<file path="config.mk">
export PLATFORM = sky130hd
export DESIGN_NAME = fault_code_led_pattern_driver_core_flat
export DESIGN_NICKNAME = d
export VERILOG_FILES = /design/src/hdl/fcl_pkg.sv /design/src/hdl/fcl_ifaces.sv /design/src/hdl/fcl_fault_seq.sv /design/src/hdl/fault_code_led_pattern_driver_core.sv /design/src/flat_wrapper.sv
export VERILOG_INCLUDE_DIRS = /design/src /design/src/hdl
export SDC_FILE = /design/constraint.sdc
export NUM_CORES = 1
export LEC_CHECK = 0
export ABC_AREA = 1
export BUFFER_PORTS_ARGS = -buffer_cell sky130_fd_sc_hd__buf_2
export CORE_MARGIN = 1
export CORE_UTILIZATION = 40
export DETAILED_ROUTE_END_ITERATION = 16
export GPL_ROUTABILITY_DRIVEN = 0
export PLACE_DENSITY_LB_ADDON = 0.05
export SYNTH_ARGS = -nofsm -noshare
export SYNTH_HDL_FRONTEND = slang
export SYNTH_SLANG_ARGS = --single-unit
</file>
<file path="constraint.sdc">
create_clock -name clock -period 10.4 [get_ports clock]
set_input_delay 2.08 -clock clock [delete_from_list [all_inputs] [get_ports clock]]
set_output_delay 2.08 -clock clock [all_outputs]
set_load 0.01 [all_outputs]
</file>
<file path="src/hdl/assert_macros.svh">
// Assertion macros shared by the RTL files.
`ifndef ASSERT_MACROS_SVH
`define ASSERT_MACROS_SVH

`ifndef NO_ASSERTIONS
// Checked outside reset.
`define FCL_ASSERT(lbl, clk, rst, prop, msg) \
   lbl: assert property (@(posedge clk) disable iff (rst) prop) else $error(msg);
// Checked in every cycle, reset included.
`define FCL_ASSERT_ALWAYS(lbl, clk, prop, msg) \
   lbl: assert property (@(posedge clk) prop) else $error(msg);
`else
`define FCL_ASSERT(lbl, clk, rst, prop, msg)
`define FCL_ASSERT_ALWAYS(lbl, clk, prop, msg)
`endif

`endif

</file>
<file path="src/hdl/fcl_pkg.sv">
// Package: types, constants and helpers of the fault code LED driver.
`timescale 1ns / 1ps

package fcl_pkg;

   localparam int MAX_SLOTS       = 8;
   localparam int FAULT_SLOTS_DEF = 8;
   localparam int CSR_IDX_W       = 3;
   localparam int REG_W           = 16;

   localparam logic [REG_W-1:0] FULL_DUTY_RST     = 16'd1000;
   localparam logic [REG_W-1:0] ELEM_BLINK_RST    = 16'd2000;
   localparam logic [REG_W-1:0] BREATH_STEP_RST   = 16'd10;
   localparam logic [REG_W-1:0] BREATH_INC_RST    = 16'd10;
   localparam logic [REG_W-1:0] FLASH_RST         = 16'd150;
   localparam logic [REG_W-1:0] DIGIT_GAP_RST     = 16'd500;
   localparam logic [REG_W-1:0] REPEAT_PAUSE_RST  = 16'd2000;
   localparam logic [REG_W-1:0] FAULT_WAIT_RST    = 16'd10;

   typedef enum logic [CSR_IDX_W-1:0] {
      CSR_FULL_DUTY    = 3'd0,
      CSR_ELEM_BLINK   = 3'd1,
      CSR_BREATH_STEP  = 3'd2,
      CSR_BREATH_INC   = 3'd3,
      CSR_FLASH        = 3'd4,
      CSR_DIGIT_GAP    = 3'd5,
      CSR_REPEAT_PAUSE = 3'd6
   } csr_index_type;

   typedef enum logic [1:0] {
      DIG_HUNDREDS = 2'd0,
      DIG_TENS     = 2'd1,
      DIG_UNITS    = 2'd2,
      DIG_NONE     = 2'd3
   } digit_pos_type;

   typedef struct packed {
      logic [REG_W-1:0] full_duty;
      logic [REG_W-1:0] element_blink_ms;
      logic [REG_W-1:0] breath_step_ms;
      logic [REG_W-1:0] breath_increment;
      logic [REG_W-1:0] flash_ms;
      logic [REG_W-1:0] digit_gap_ms;
      logic [REG_W-1:0] repeat_pause_ms;
   } cfg_type;

   typedef struct packed {
      logic        written;
      logic [15:0] duty;
   } wr_word_type;

   // Decimal digit of an 8-bit code; tens by reciprocal multiply, exact for rem up to 99.
   function automatic logic [3:0] dec_digit(input logic [7:0] code, input logic [1:0] pos);
      logic [1:0]  hund;
      logic [6:0]  rem;
      logic [14:0] prod;
      logic [3:0]  tens;
      logic [6:0]  units;
      logic [3:0]  res;
      hund  = (code >= 8'd200) ? 2'd2 : ((code >= 8'd100) ? 2'd1 : 2'd0);
      rem   = 7'(code - 8'(hund) * 8'd100);
      prod  = 15'(rem) * 15'd205;
      tens  = prod[14:11];
      units = 7'(rem - 7'(tens) * 7'd10);
      case (digit_pos_type'(pos))
         DIG_HUNDREDS: res = {2'b00, hund};
         DIG_TENS:     res = tens;
         DIG_UNITS:    res = units[3:0];
         default:      res = 4'd0;
      endcase
      return res;
   endfunction

endpackage

</file>
<file path="src/hdl/fcl_ifaces.sv">
// Valid/ready channel interfaces for the request and response words.
`timescale 1ns / 1ps

interface fcl_req_if;
   logic        valid;
   logic        ready;
   logic [31:0] now_ms;
   logic        burner_on;
   logic        element_on;
   logic [7:0]  fault_0;
   logic [7:0]  fault_1;
   logic [7:0]  fault_2;
   logic [7:0]  fault_3;
   logic [7:0]  fault_4;
   logic [7:0]  fault_5;
   logic [7:0]  fault_6;
   logic [7:0]  fault_7;

   modport source (output valid, now_ms, burner_on, element_on, fault_0, fault_1, fault_2,
                   fault_3, fault_4, fault_5, fault_6, fault_7, input ready);
   modport sink   (input valid, now_ms, burner_on, element_on, fault_0, fault_1, fault_2,
                   fault_3, fault_4, fault_5, fault_6, fault_7, output ready);
endinterface

interface fcl_rsp_if;
   logic        valid;
   logic        ready;
   logic        duty_written;
   logic [15:0] duty;

   modport source (output valid, duty_written, duty, input ready);
   modport sink   (input valid, duty_written, duty, output ready);
endinterface

</file>
<file path="src/hdl/fcl_fault_seq.sv">
// Fault code blink sequencer: digit position, flash count and pause timing.
`timescale 1ns / 1ps
`include "assert_macros.svh"

module fcl_fault_seq import fcl_pkg::*; (
   input  logic        clock,
   input  logic        reset,
   input  logic        step_en,
   input  logic [31:0] now_ms,
   input  logic [7:0]  code,
   input  cfg_type     cfg,
   output wr_word_type wr
);

   logic [31:0] fault_timer_ff, fault_timer_in;
   logic [15:0] fault_wait_ff,  fault_wait_in;
   logic [1:0]  digit_index_ff, digit_index_in;
   logic [4:0]  flash_step_ff,  flash_step_in;
   logic        pause_pend_ff,  pause_pend_in;

   logic [31:0] elapsed;
   logic        expired;
   logic [1:0]  di;
   logic [4:0]  fs;
   logic [3:0]  n;
   logic [1:0]  di_next;

   always_comb begin
      elapsed = now_ms - fault_timer_ff;
      expired = (elapsed >= {16'd0, fault_wait_ff});
      di      = pause_pend_ff ? 2'd0 : digit_index_ff;
      fs      = pause_pend_ff ? 5'd0 : flash_step_ff;
      n       = dec_digit(code, di);
      di_next = di + 2'd1;

      fault_timer_in = fault_timer_ff;
      fault_wait_in  = fault_wait_ff;
      digit_index_in = digit_index_ff;
      flash_step_in  = flash_step_ff;
      pause_pend_in  = pause_pend_ff;
      wr             = '0;

      if (expired) begin
         fault_timer_in = now_ms;
         pause_pend_in  = 1'b0;
         wr.written     = 1'b1;
         if (fs < {n, 1'b0}) begin
            wr.duty        = fs[0] ? 16'd0 : cfg.full_duty;
            flash_step_in  = fs + 5'd1;
            digit_index_in = di;
            fault_wait_in  = cfg.flash_ms;
         end else begin
            digit_index_in = di_next;
            flash_step_in  = 5'd0;
            if (digit_pos_type'(di_next) == DIG_NONE) begin
               pause_pend_in = 1'b1;
               fault_wait_in = cfg.repeat_pause_ms;
            end else begin
               fault_wait_in = cfg.digit_gap_ms;
            end
         end
      end
   end

   always_ff @(posedge clock) begin
      if (reset) begin
         fault_timer_ff <= '0;
         fault_wait_ff  <= FAULT_WAIT_RST;
         digit_index_ff <= '0;
         flash_step_ff  <= '0;
         pause_pend_ff  <= 1'b0;
      end else if (step_en) begin
         fault_timer_ff <= fault_timer_in;
         fault_wait_ff  <= fault_wait_in;
         digit_index_ff <= digit_index_in;
         flash_step_ff  <= flash_step_in;
         pause_pend_ff  <= pause_pend_in;
      end
   end

   // a digit is at most 9, so a flash count never passes 18
   `FCL_ASSERT(a_flash_bound, clock, reset, flash_step_ff <= 5'd18, "flash step out of range")
   `FCL_ASSERT(a_pause_pos, clock, reset, pause_pend_ff |-> digit_index_ff == 2'd3, "pause without last digit")
   `FCL_ASSERT(a_pause_step, clock, reset, pause_pend_ff |-> flash_step_ff == 5'd0, "pause with open flash")

endmodule

</file>
<file path="src/hdl/fault_code_led_pattern_driver_core.sv">
// Top level of the fault code LED pattern driver.
//
//  channel  dir  handshake              word
//  req_ch   in   valid/ready            now_ms, burner_on, element_on, fault_0..fault_7
//  rsp_ch   out  valid/ready            duty_written, duty
//  csr_*    in   csr_we (no back-press) csr_index, csr_wdata
//
// Two register stages: a request register, then the result register. All the
// work of one word sits between them, so one word per cycle is sustained while
// the response is not stalled, and each word sees the state left by the word
// before it. An accepted word is loaded into the request register, then into
// the result register, whose valid flag drives rsp_ch.valid.
// A stalled response holds the result register; the request register still
// fills, so one more word is taken before req_ch.ready drops.
// Synchronous reset clears the valid flags, mode and fault state; CSRs get reset values.
`timescale 1ns / 1ps
`include "assert_macros.svh"

module fault_code_led_pattern_driver_core import fcl_pkg::*; #(
   parameter int FAULT_SLOTS = FAULT_SLOTS_DEF
) (
   input  logic                 clock,
   input  logic                 reset,
   fcl_req_if.sink              req_ch,
   fcl_rsp_if.source            rsp_ch,
   input  logic                 csr_we,
   input  logic [CSR_IDX_W-1:0] csr_index,
   input  logic [REG_W-1:0]     csr_wdata
);

   // ---- configuration registers
   cfg_type cfg_ff;

   always_ff @(posedge clock) begin
      if (reset) begin
         cfg_ff.full_duty        <= FULL_DUTY_RST;
         cfg_ff.element_blink_ms <= ELEM_BLINK_RST;
         cfg_ff.breath_step_ms   <= BREATH_STEP_RST;
         cfg_ff.breath_increment <= BREATH_INC_RST;
         cfg_ff.flash_ms         <= FLASH_RST;
         cfg_ff.digit_gap_ms     <= DIGIT_GAP_RST;
         cfg_ff.repeat_pause_ms  <= REPEAT_PAUSE_RST;
      end else if (csr_we) begin
         case (csr_index_type'(csr_index))
            CSR_FULL_DUTY:    cfg_ff.full_duty        <= csr_wdata;
            CSR_ELEM_BLINK:   cfg_ff.element_blink_ms <= csr_wdata;
            CSR_BREATH_STEP:  cfg_ff.breath_step_ms   <= csr_wdata;
            CSR_BREATH_INC:   cfg_ff.breath_increment <= csr_wdata;
            CSR_FLASH:        cfg_ff.flash_ms         <= csr_wdata;
            CSR_DIGIT_GAP:    cfg_ff.digit_gap_ms     <= csr_wdata;
            CSR_REPEAT_PAUSE: cfg_ff.repeat_pause_ms  <= csr_wdata;
            default: ;
         endcase
      end
   end

   // ---- request register
   logic                      s1_valid_ff;
   logic [31:0]               now_ff;
   logic                      burner_ff;
   logic                      element_ff;
   logic [MAX_SLOTS-1:0][7:0] fault_ff;

   logic        out_valid_ff;
   wr_word_type out_ff;
   logic        advance;

   // the request word moves on when the result register is free or draining
   assign advance      = s1_valid_ff && (!out_valid_ff || rsp_ch.ready);
   assign req_ch.ready = !s1_valid_ff || advance;

   always_ff @(posedge clock) begin
      if (reset) begin
         s1_valid_ff <= 1'b0;
      end else if (req_ch.ready) begin
         s1_valid_ff <= req_ch.valid;
      end
   end

   always_ff @(posedge clock) begin
      if (req_ch.valid && req_ch.ready) begin
         now_ff      <= req_ch.now_ms;
         burner_ff   <= req_ch.burner_on;
         element_ff  <= req_ch.element_on;
         fault_ff[0] <= req_ch.fault_0;
         fault_ff[1] <= req_ch.fault_1;
         fault_ff[2] <= req_ch.fault_2;
         fault_ff[3] <= req_ch.fault_3;
         fault_ff[4] <= req_ch.fault_4;
         fault_ff[5] <= req_ch.fault_5;
         fault_ff[6] <= req_ch.fault_6;
         fault_ff[7] <= req_ch.fault_7;
      end
   end

   // ---- first nonzero fault among the watched slots, lowest slot wins
   logic [7:0] code;
   logic       fault_act;

   always_comb begin
      code = 8'd0;
      for (int i = FAULT_SLOTS - 1; i >= 0; i--) begin
         if (fault_ff[i] != 8'd0) begin
            code = fault_ff[i];
         end
      end
      fault_act = (code != 8'd0);
   end

   wr_word_type fault_wr;

   fcl_fault_seq u_fault_seq (
      .clock   (clock),
      .reset   (reset),
      .step_en (advance && fault_act),
      .now_ms  (now_ff),
      .code    (code),
      .cfg     (cfg_ff),
      .wr      (fault_wr)
   );

   // ---- button modes: steady, element blink, burner breathing
   logic [31:0] mode_timer_ff, mode_timer_in;
   logic        blink_on_ff,   blink_on_in;
   logic [16:0] breath_lvl_ff, breath_lvl_in;
   logic        breath_fall_ff, breath_fall_in;

   logic [31:0]        mode_elapsed;
   logic signed [18:0] lvl;
   logic signed [18:0] full_s;
   logic [16:0]        raw_duty;
   wr_word_type        btn_wr;

   always_comb begin
      mode_elapsed   = now_ff - mode_timer_ff;
      full_s         = signed'({3'b000, cfg_ff.full_duty});
      lvl            = signed'({2'b00, breath_lvl_ff});
      mode_timer_in  = mode_timer_ff;
      blink_on_in    = blink_on_ff;
      breath_lvl_in  = breath_lvl_ff;
      breath_fall_in = breath_fall_ff;
      raw_duty       = 17'd0;
      btn_wr         = '0;

      if (burner_ff && element_ff) begin
         btn_wr.written = 1'b1;
         raw_duty       = {1'b0, cfg_ff.full_duty};
         blink_on_in    = 1'b0;
         breath_lvl_in  = '0;
         breath_fall_in = 1'b0;
      end else if (element_ff) begin
         if (mode_elapsed >= {16'd0, cfg_ff.element_blink_ms}) begin
            mode_timer_in  = now_ff;
            blink_on_in    = !blink_on_ff;
            btn_wr.written = 1'b1;
            raw_duty       = blink_on_ff ? 17'd0 : {1'b0, cfg_ff.full_duty};
         end
         breath_lvl_in  = '0;
         breath_fall_in = 1'b0;
      end else if (burner_ff) begin
         if (mode_elapsed >= {16'd0, cfg_ff.breath_step_ms}) begin
            mode_timer_in  = now_ff;
            breath_fall_in = breath_fall_ff;
            if (breath_fall_ff) begin
               lvl = lvl - signed'({3'b000, cfg_ff.breath_increment});
            end else begin
               lvl = lvl + signed'({3'b000, cfg_ff.breath_increment});
            end
            // top clamp turns the ramp; bottom clamp turns it back up
            if (lvl >= full_s) begin
               lvl            = full_s;
               breath_fall_in = 1'b1;
            end
            if (lvl <= 19'sd0) begin
               lvl            = 19'sd0;
               breath_fall_in = 1'b0;
            end
            breath_lvl_in  = lvl[16:0];
            btn_wr.written = 1'b1;
            raw_duty       = lvl[16:0];
         end
         blink_on_in = 1'b0;
      end else begin
         btn_wr.written = 1'b1;
         blink_on_in    = 1'b0;
         breath_lvl_in  = '0;
         breath_fall_in = 1'b0;
      end

      if (raw_duty > {1'b0, cfg_ff.full_duty}) begin
         btn_wr.duty = cfg_ff.full_duty;
      end else begin
         btn_wr.duty = raw_duty[15:0];
      end
   end

   always_ff @(posedge clock) begin
      if (reset) begin
         mode_timer_ff  <= '0;
         blink_on_ff    <= 1'b0;
         breath_lvl_ff  <= '0;
         breath_fall_ff <= 1'b0;
      end else if (advance && !fault_act) begin
         mode_timer_ff  <= mode_timer_in;
         blink_on_ff    <= blink_on_in;
         breath_lvl_ff  <= breath_lvl_in;
         breath_fall_ff <= breath_fall_in;
      end
   end

   // ---- result register
   always_ff @(posedge clock) begin
      if (reset) begin
         out_valid_ff <= 1'b0;
      end else if (advance) begin
         out_valid_ff <= 1'b1;
      end else if (rsp_ch.ready) begin
         out_valid_ff <= 1'b0;
      end
   end

   always_ff @(posedge clock) begin
      if (advance) begin
         out_ff <= fault_act ? fault_wr : btn_wr;
      end
   end

   assign rsp_ch.valid        = out_valid_ff;
   assign rsp_ch.duty_written = out_ff.written;
   assign rsp_ch.duty         = out_ff.written ? out_ff.duty : 16'd0;

   `FCL_ASSERT_ALWAYS(a_reset_empty, clock, reset |=> !s1_valid_ff && !out_valid_ff, "pipe not empty after reset")
   `FCL_ASSERT(a_s1_hold, clock, reset, s1_valid_ff && !advance |=> s1_valid_ff, "request word lost")
   `FCL_ASSERT(a_breath_dir, clock, reset, !(breath_lvl_ff == 17'd0 && breath_fall_ff), "falling at zero level")
   `FCL_ASSERT(a_no_write_zero, clock, reset, rsp_ch.valid && !rsp_ch.duty_written |-> rsp_ch.duty == 16'd0, "duty without write")

endmodule

</file>
<file path="src/flat_wrapper.sv">
// flat-port wrapper written by rule: the top's interface ports become plain ports
module fault_code_led_pattern_driver_core_flat import fcl_pkg::*;
#(
   parameter int FAULT_SLOTS = FAULT_SLOTS_DEF
)
  (clock, reset, csr_we, csr_index, csr_wdata, req_ch_valid, req_ch_now_ms, req_ch_burner_on, req_ch_element_on, req_ch_fault_0, req_ch_fault_1, req_ch_fault_2, req_ch_fault_3, req_ch_fault_4, req_ch_fault_5, req_ch_fault_6, req_ch_fault_7, req_ch_ready, rsp_ch_valid, rsp_ch_duty_written, rsp_ch_duty, rsp_ch_ready);
  fcl_req_if req_ch_i ();
  fcl_rsp_if rsp_ch_i ();
  input  logic clock;
  input  logic reset;
  input  logic csr_we;
  input  logic [CSR_IDX_W-1:0] csr_index;
  input  logic [REG_W-1:0] csr_wdata;
  input wire logic [$bits(req_ch_i.valid)-1:0] req_ch_valid;
  input wire logic [$bits(req_ch_i.now_ms)-1:0] req_ch_now_ms;
  input wire logic [$bits(req_ch_i.burner_on)-1:0] req_ch_burner_on;
  input wire logic [$bits(req_ch_i.element_on)-1:0] req_ch_element_on;
  input wire logic [$bits(req_ch_i.fault_0)-1:0] req_ch_fault_0;
  input wire logic [$bits(req_ch_i.fault_1)-1:0] req_ch_fault_1;
  input wire logic [$bits(req_ch_i.fault_2)-1:0] req_ch_fault_2;
  input wire logic [$bits(req_ch_i.fault_3)-1:0] req_ch_fault_3;
  input wire logic [$bits(req_ch_i.fault_4)-1:0] req_ch_fault_4;
  input wire logic [$bits(req_ch_i.fault_5)-1:0] req_ch_fault_5;
  input wire logic [$bits(req_ch_i.fault_6)-1:0] req_ch_fault_6;
  input wire logic [$bits(req_ch_i.fault_7)-1:0] req_ch_fault_7;
  output wire logic [$bits(req_ch_i.ready)-1:0] req_ch_ready;
  output wire logic [$bits(rsp_ch_i.valid)-1:0] rsp_ch_valid;
  output wire logic [$bits(rsp_ch_i.duty_written)-1:0] rsp_ch_duty_written;
  output wire logic [$bits(rsp_ch_i.duty)-1:0] rsp_ch_duty;
  input wire logic [$bits(rsp_ch_i.ready)-1:0] rsp_ch_ready;
  assign req_ch_i.valid = req_ch_valid;
  assign req_ch_i.now_ms = req_ch_now_ms;
  assign req_ch_i.burner_on = req_ch_burner_on;
  assign req_ch_i.element_on = req_ch_element_on;
  assign req_ch_i.fault_0 = req_ch_fault_0;
  assign req_ch_i.fault_1 = req_ch_fault_1;
  assign req_ch_i.fault_2 = req_ch_fault_2;
  assign req_ch_i.fault_3 = req_ch_fault_3;
  assign req_ch_i.fault_4 = req_ch_fault_4;
  assign req_ch_i.fault_5 = req_ch_fault_5;
  assign req_ch_i.fault_6 = req_ch_fault_6;
  assign req_ch_i.fault_7 = req_ch_fault_7;
  assign req_ch_ready = req_ch_i.ready;
  assign rsp_ch_valid = rsp_ch_i.valid;
  assign rsp_ch_duty_written = rsp_ch_i.duty_written;
  assign rsp_ch_duty = rsp_ch_i.duty;
  assign rsp_ch_i.ready = rsp_ch_ready;
  fault_code_led_pattern_driver_core #(.FAULT_SLOTS(FAULT_SLOTS)) u_core (.clock(clock), .reset(reset), .req_ch(req_ch_i), .rsp_ch(rsp_ch_i), .csr_we(csr_we), .csr_index(csr_index), .csr_wdata(csr_wdata));
endmodule
</file>
==> summary.txt <==
Final wirelength: 64.9 mm
MaxCap Viol Count: 0
CTS resizes: 0
Pins Over Slew Limit: 0
Initial Utilization: 0.406
Crit. End Element: flip-flop
Most numerous cell on the critical path: nand2_1
Final setup skew: 0.0307 ns
Final count of hold timing violations: 0
Reg2reg start: u_core.fault_ff[41]$_DFFE_PP_
Layout fillers: 5749
Final worst path period need: 8.88 ns
Synth area leader: dfxtp_1
Beginning of the worst hold path: u_core.cfg_ff[9]$_SDFFE_PP1P_
Worst skew pair latency: 0.58 ns
Die width: 239 um
Final setup fails: 0
Pre-CTS WS: 1.56 ns
Post-CTS setup buffers: 0
WP data required: 10.84 ns
Largest net degree at the start of global routing: 81
Worst-Margin Slew: 0.971 ns
Area of placed instances: 23800 um2
Reg-to-reg endpoint: u_core.out_ff[11]$_DFFE_PP_
Max IR drop VDD: 0.112 mV
Port bufs: 140
Outcome: completed
Congestion Overflow GR: 0
CTS Buffer Depth: 3
Max-slew headroom: 0.351
CTS root buf: clkbuf_16
Crit path buf inv count: 6
DRT antenna net count: 0
Dominant cells by area after synthesis: dfxtp_1 20%, edfxtp_1 15%, ha_1 12%, nand2_1 11%, inv_1 7.1%
Period utilization: 0.854
Most common flop cell mapped by yosys: dfxtp_1
Final instance area: 25100 um2
Unique masters post-synth: 65
I/O pin cnt: 141
Syn Area/Cell: 7.49 um2
CP Class: flip-flop to flip-flop
Power per cell area: 159 nW/um2
Total power: 3.98 mW
Yosys Warn Count: 0
WHS: 0.456 ns
Cell family with the largest share of critical-path delay: adder cells
DR vias: 19759
DRC Markers: 0
Initial DRT Pass Iterations: 5
Critical path arrival: 9.32 ns
Hold Crit Depth: 2
Antenna cell count: 0
Core area: 55400 um2
Clock slew seen by the registers of the worst setup and hold paths: 0.06 ns
Synthesized net count: 3365
Cts bufs inserted: 41
Largest fanout on the critical path: 20
Site Rows: 86
Flop-to-flop setup slack: 1.52 ns
Tot GR Track Use: 0.229
FFs w/ async S/R, synth: 0
WHS Endpoint: u_core.cfg_ff[9]$_SDFFE_PP1P_
Clock sink count: 336
Final Worst Setup Slack: 1.52 ns
Final HPWL DP: 49.3 mm
Post-Synthesis Cell Area: 22500 um2
Worst setup SP type: flip-flop
First-pass GRT wire length: 104 mm
Max Clk Rate: 0.113 GHz
1st-iter DRT viols: 1345
Die ar.: 57300 um2
CTS H-tree depth: 2
CP max stage delay: 0.49 ns
CTS tree: done
Max stage delay cell, worst path: fa_1
Post-DR vias/cell: 5.09
Layout area overhead: 11.3%
Number of synthesized flops with an enable pin: 115
Initial antenna violation count: 1
RSZ-0062 raised after global routing: no
Wire per inst: 16.7 um
Share of cells above drive strength 1: 0.0970
Synth Instances: 3006
Register bit count reported by yosys: 336
TNS Setup: 0 ns
Hold Buf Count CTS: 0
WP depth: 48
Reg2reg path depth: 48
Die Y: 239 um
Vias in the first global route: 19338
Layout Nets: 3462
Hold WC Path Type: flip-flop to flip-flop
Share of the synthesized area in the top cell type: 0.196
Leak: 11.5 nW
Sequential share of the synthesized area: 0.350
## cells in the final DEF (no fill, tap or decap), types with 7 or more instances in the layout
| cell | n |
|---|---|
| buf_4 | 11 |
| inv_1 | 426 |
| nand2_2 | 7 |
| buf_2 | 140 |
| a21oi_2 | 9 |
| nand3_1 | 127 |
| a31oi_1 | 7 |
| a21oi_1 | 286 |
| ha_1 | 223 |
| nor3_1 | 26 |
| nand2_1 | 645 |
| nand3_2 | 15 |
| fa_1 | 14 |
| nand4_1 | 60 |
| clkbuf_1 | 12 |
| a21o_1 | 17 |
| dfxtp_1 | 221 |
| clkbuf_16 | 41 |
| nor2_1 | 237 |
| a22oi_1 | 8 |
| inv_2 | 13 |
| o21bai_1 | 7 |
| o21ai_1 | 48 |
| a22oi_2 | 9 |
| nor4_1 | 9 |
| edfxtp_1 | 115 |
| xnor2_1 | 24 |
| o211ai_1 | 30 |
| xor2_1 | 56 |
| clkinv_1 | 9 |
| o21ai_0 | 182 |
## worst reg2reg max path, delay by kind of cell, from the launching register on
family	cells	cell delay, ns
AO/OA/AOI/OAI	9	1.06
XOR/XNOR	4	0.86
adder cells (fa/ha/maj)	9	3.23
buffers and inverters	6	0.56
flip-flops	1	0.39
AND/OR/NAND/NOR	20	2.65
## layout make-up
type / count / area [um2] / share of cell area
multi-input cells: 2127 / 12500 / 0.498
flip-flops and latches: 336 / 7880 / 0.314
inverters: 446 / 1680 / 0.0671
clock buffers: 56 / 1110 / 0.0444
well taps: 748 / 936 / 0.0373
repair buffers: 151 / 783 / 0.0312
clock inverters: 18 / 200 / 0.00798
## registers in the layout, summed over array words and instances, names as in the netlist
name,cells
u_core.blink_on_ff,1
u_core.breath_fall_ff,1
u_core.breath_lvl_ff,17
u_core.burner_ff,1
u_core.cfg_ff,112
u_core.element_ff,1
u_core.fault_ff,64
u_core.mode_timer_ff,32
u_core.now_ff,32
u_core.out_ff,16
u_core.rsp_ch.duty_written,1
u_core.rsp_ch.valid,1
u_core.s1_valid_ff,1
u_core.u_fault_seq.digit_index_ff,2
u_core.u_fault_seq.fault_timer_ff,32
u_core.u_fault_seq.fault_wait_ff,16
u_core.u_fault_seq.flash_step_ff,5
u_core.u_fault_seq.pause_pend_ff,1
## logic make-up after synthesis
logic type                 share of synthesized area
muxes                                       0.000889
DFF                                            0.350
AOI/OAI and AO/OA                              0.164
buffers and inverters                         0.0964
and+or+nand+nor                                0.222
xor gates and xnor gates                      0.0311
adders and majority gates                      0.136
## cell usage after synthesis (8+ instances only)
master / instances
o211ai_1: 30
nand3_2: 15
xor2_1: 56
nand2_1: 645
a21oi_1: 286
a22oi_2: 9
o21ai_1: 48
a22oi_1: 8
nand4_1: 60
edfxtp_1: 115
inv_1: 428
fa_1: 14
nand3_1: 127
inv_2: 13
nor4_1: 9
ha_1: 223
a21o_1: 17
a21oi_2: 9
o21ai_0: 182
nor2_1: 237
buf_4: 14
dfxtp_1: 221
nor3_1: 26
clkbuf_1: 57
buf_2: 18
xnor2_1: 24
## through the flow
stage | std cells | util
finish | 3882 | 0.452
global route | 3882 | 0.452
CTS | 3882 | 0.452
detailed placement | 3808 | 0.429
global placement | 3808 | 0.429
floorplan | 3006 | -
## how the worst max path moves through the flow
stage                     slack, ns                                                 to                     startpoint
after CTS                      1.51                        u_core.out_ff[11]$_DFFE_PP_  u_core.fault_ff[41]$_DFFE_PP_
after global placement         1.79                         u_core.out_ff[9]$_DFFE_PP_  u_core.fault_ff[55]$_DFFE_PP_
final                          1.52                        u_core.out_ff[11]$_DFFE_PP_  u_core.fault_ff[41]$_DFFE_PP_
after global routing           0.78                         u_core.out_ff[5]$_DFFE_PP_  u_core.fault_ff[41]$_DFFE_PP_
after floorplan                2.54  u_core.u_fault_seq.digit_index_ff[0]$_SDFFE_PP0P_  u_core.fault_ff[41]$_DFFE_PP_
after detailed placement       1.56                         u_core.out_ff[4]$_DFFE_PP_  u_core.fault_ff[41]$_DFFE_PP_
## metal layers
layer	up-vias	routed length [um]	track usage
met5	-	0	0
met4	0	2360	0.0905
met3	101	2500	0.0259
met2	375	30100	0.390
met1	9137	29900	0.296
li1	10146	-	-
## report_power, final
part / switching [mW] / internal, mW
registers: 0.0399 / 1.43
clock network: 0.589 / 0.828
logic: 0.698 / 0.393
total: 1.33 / 2.65
(Power assumes the default switching activity.)
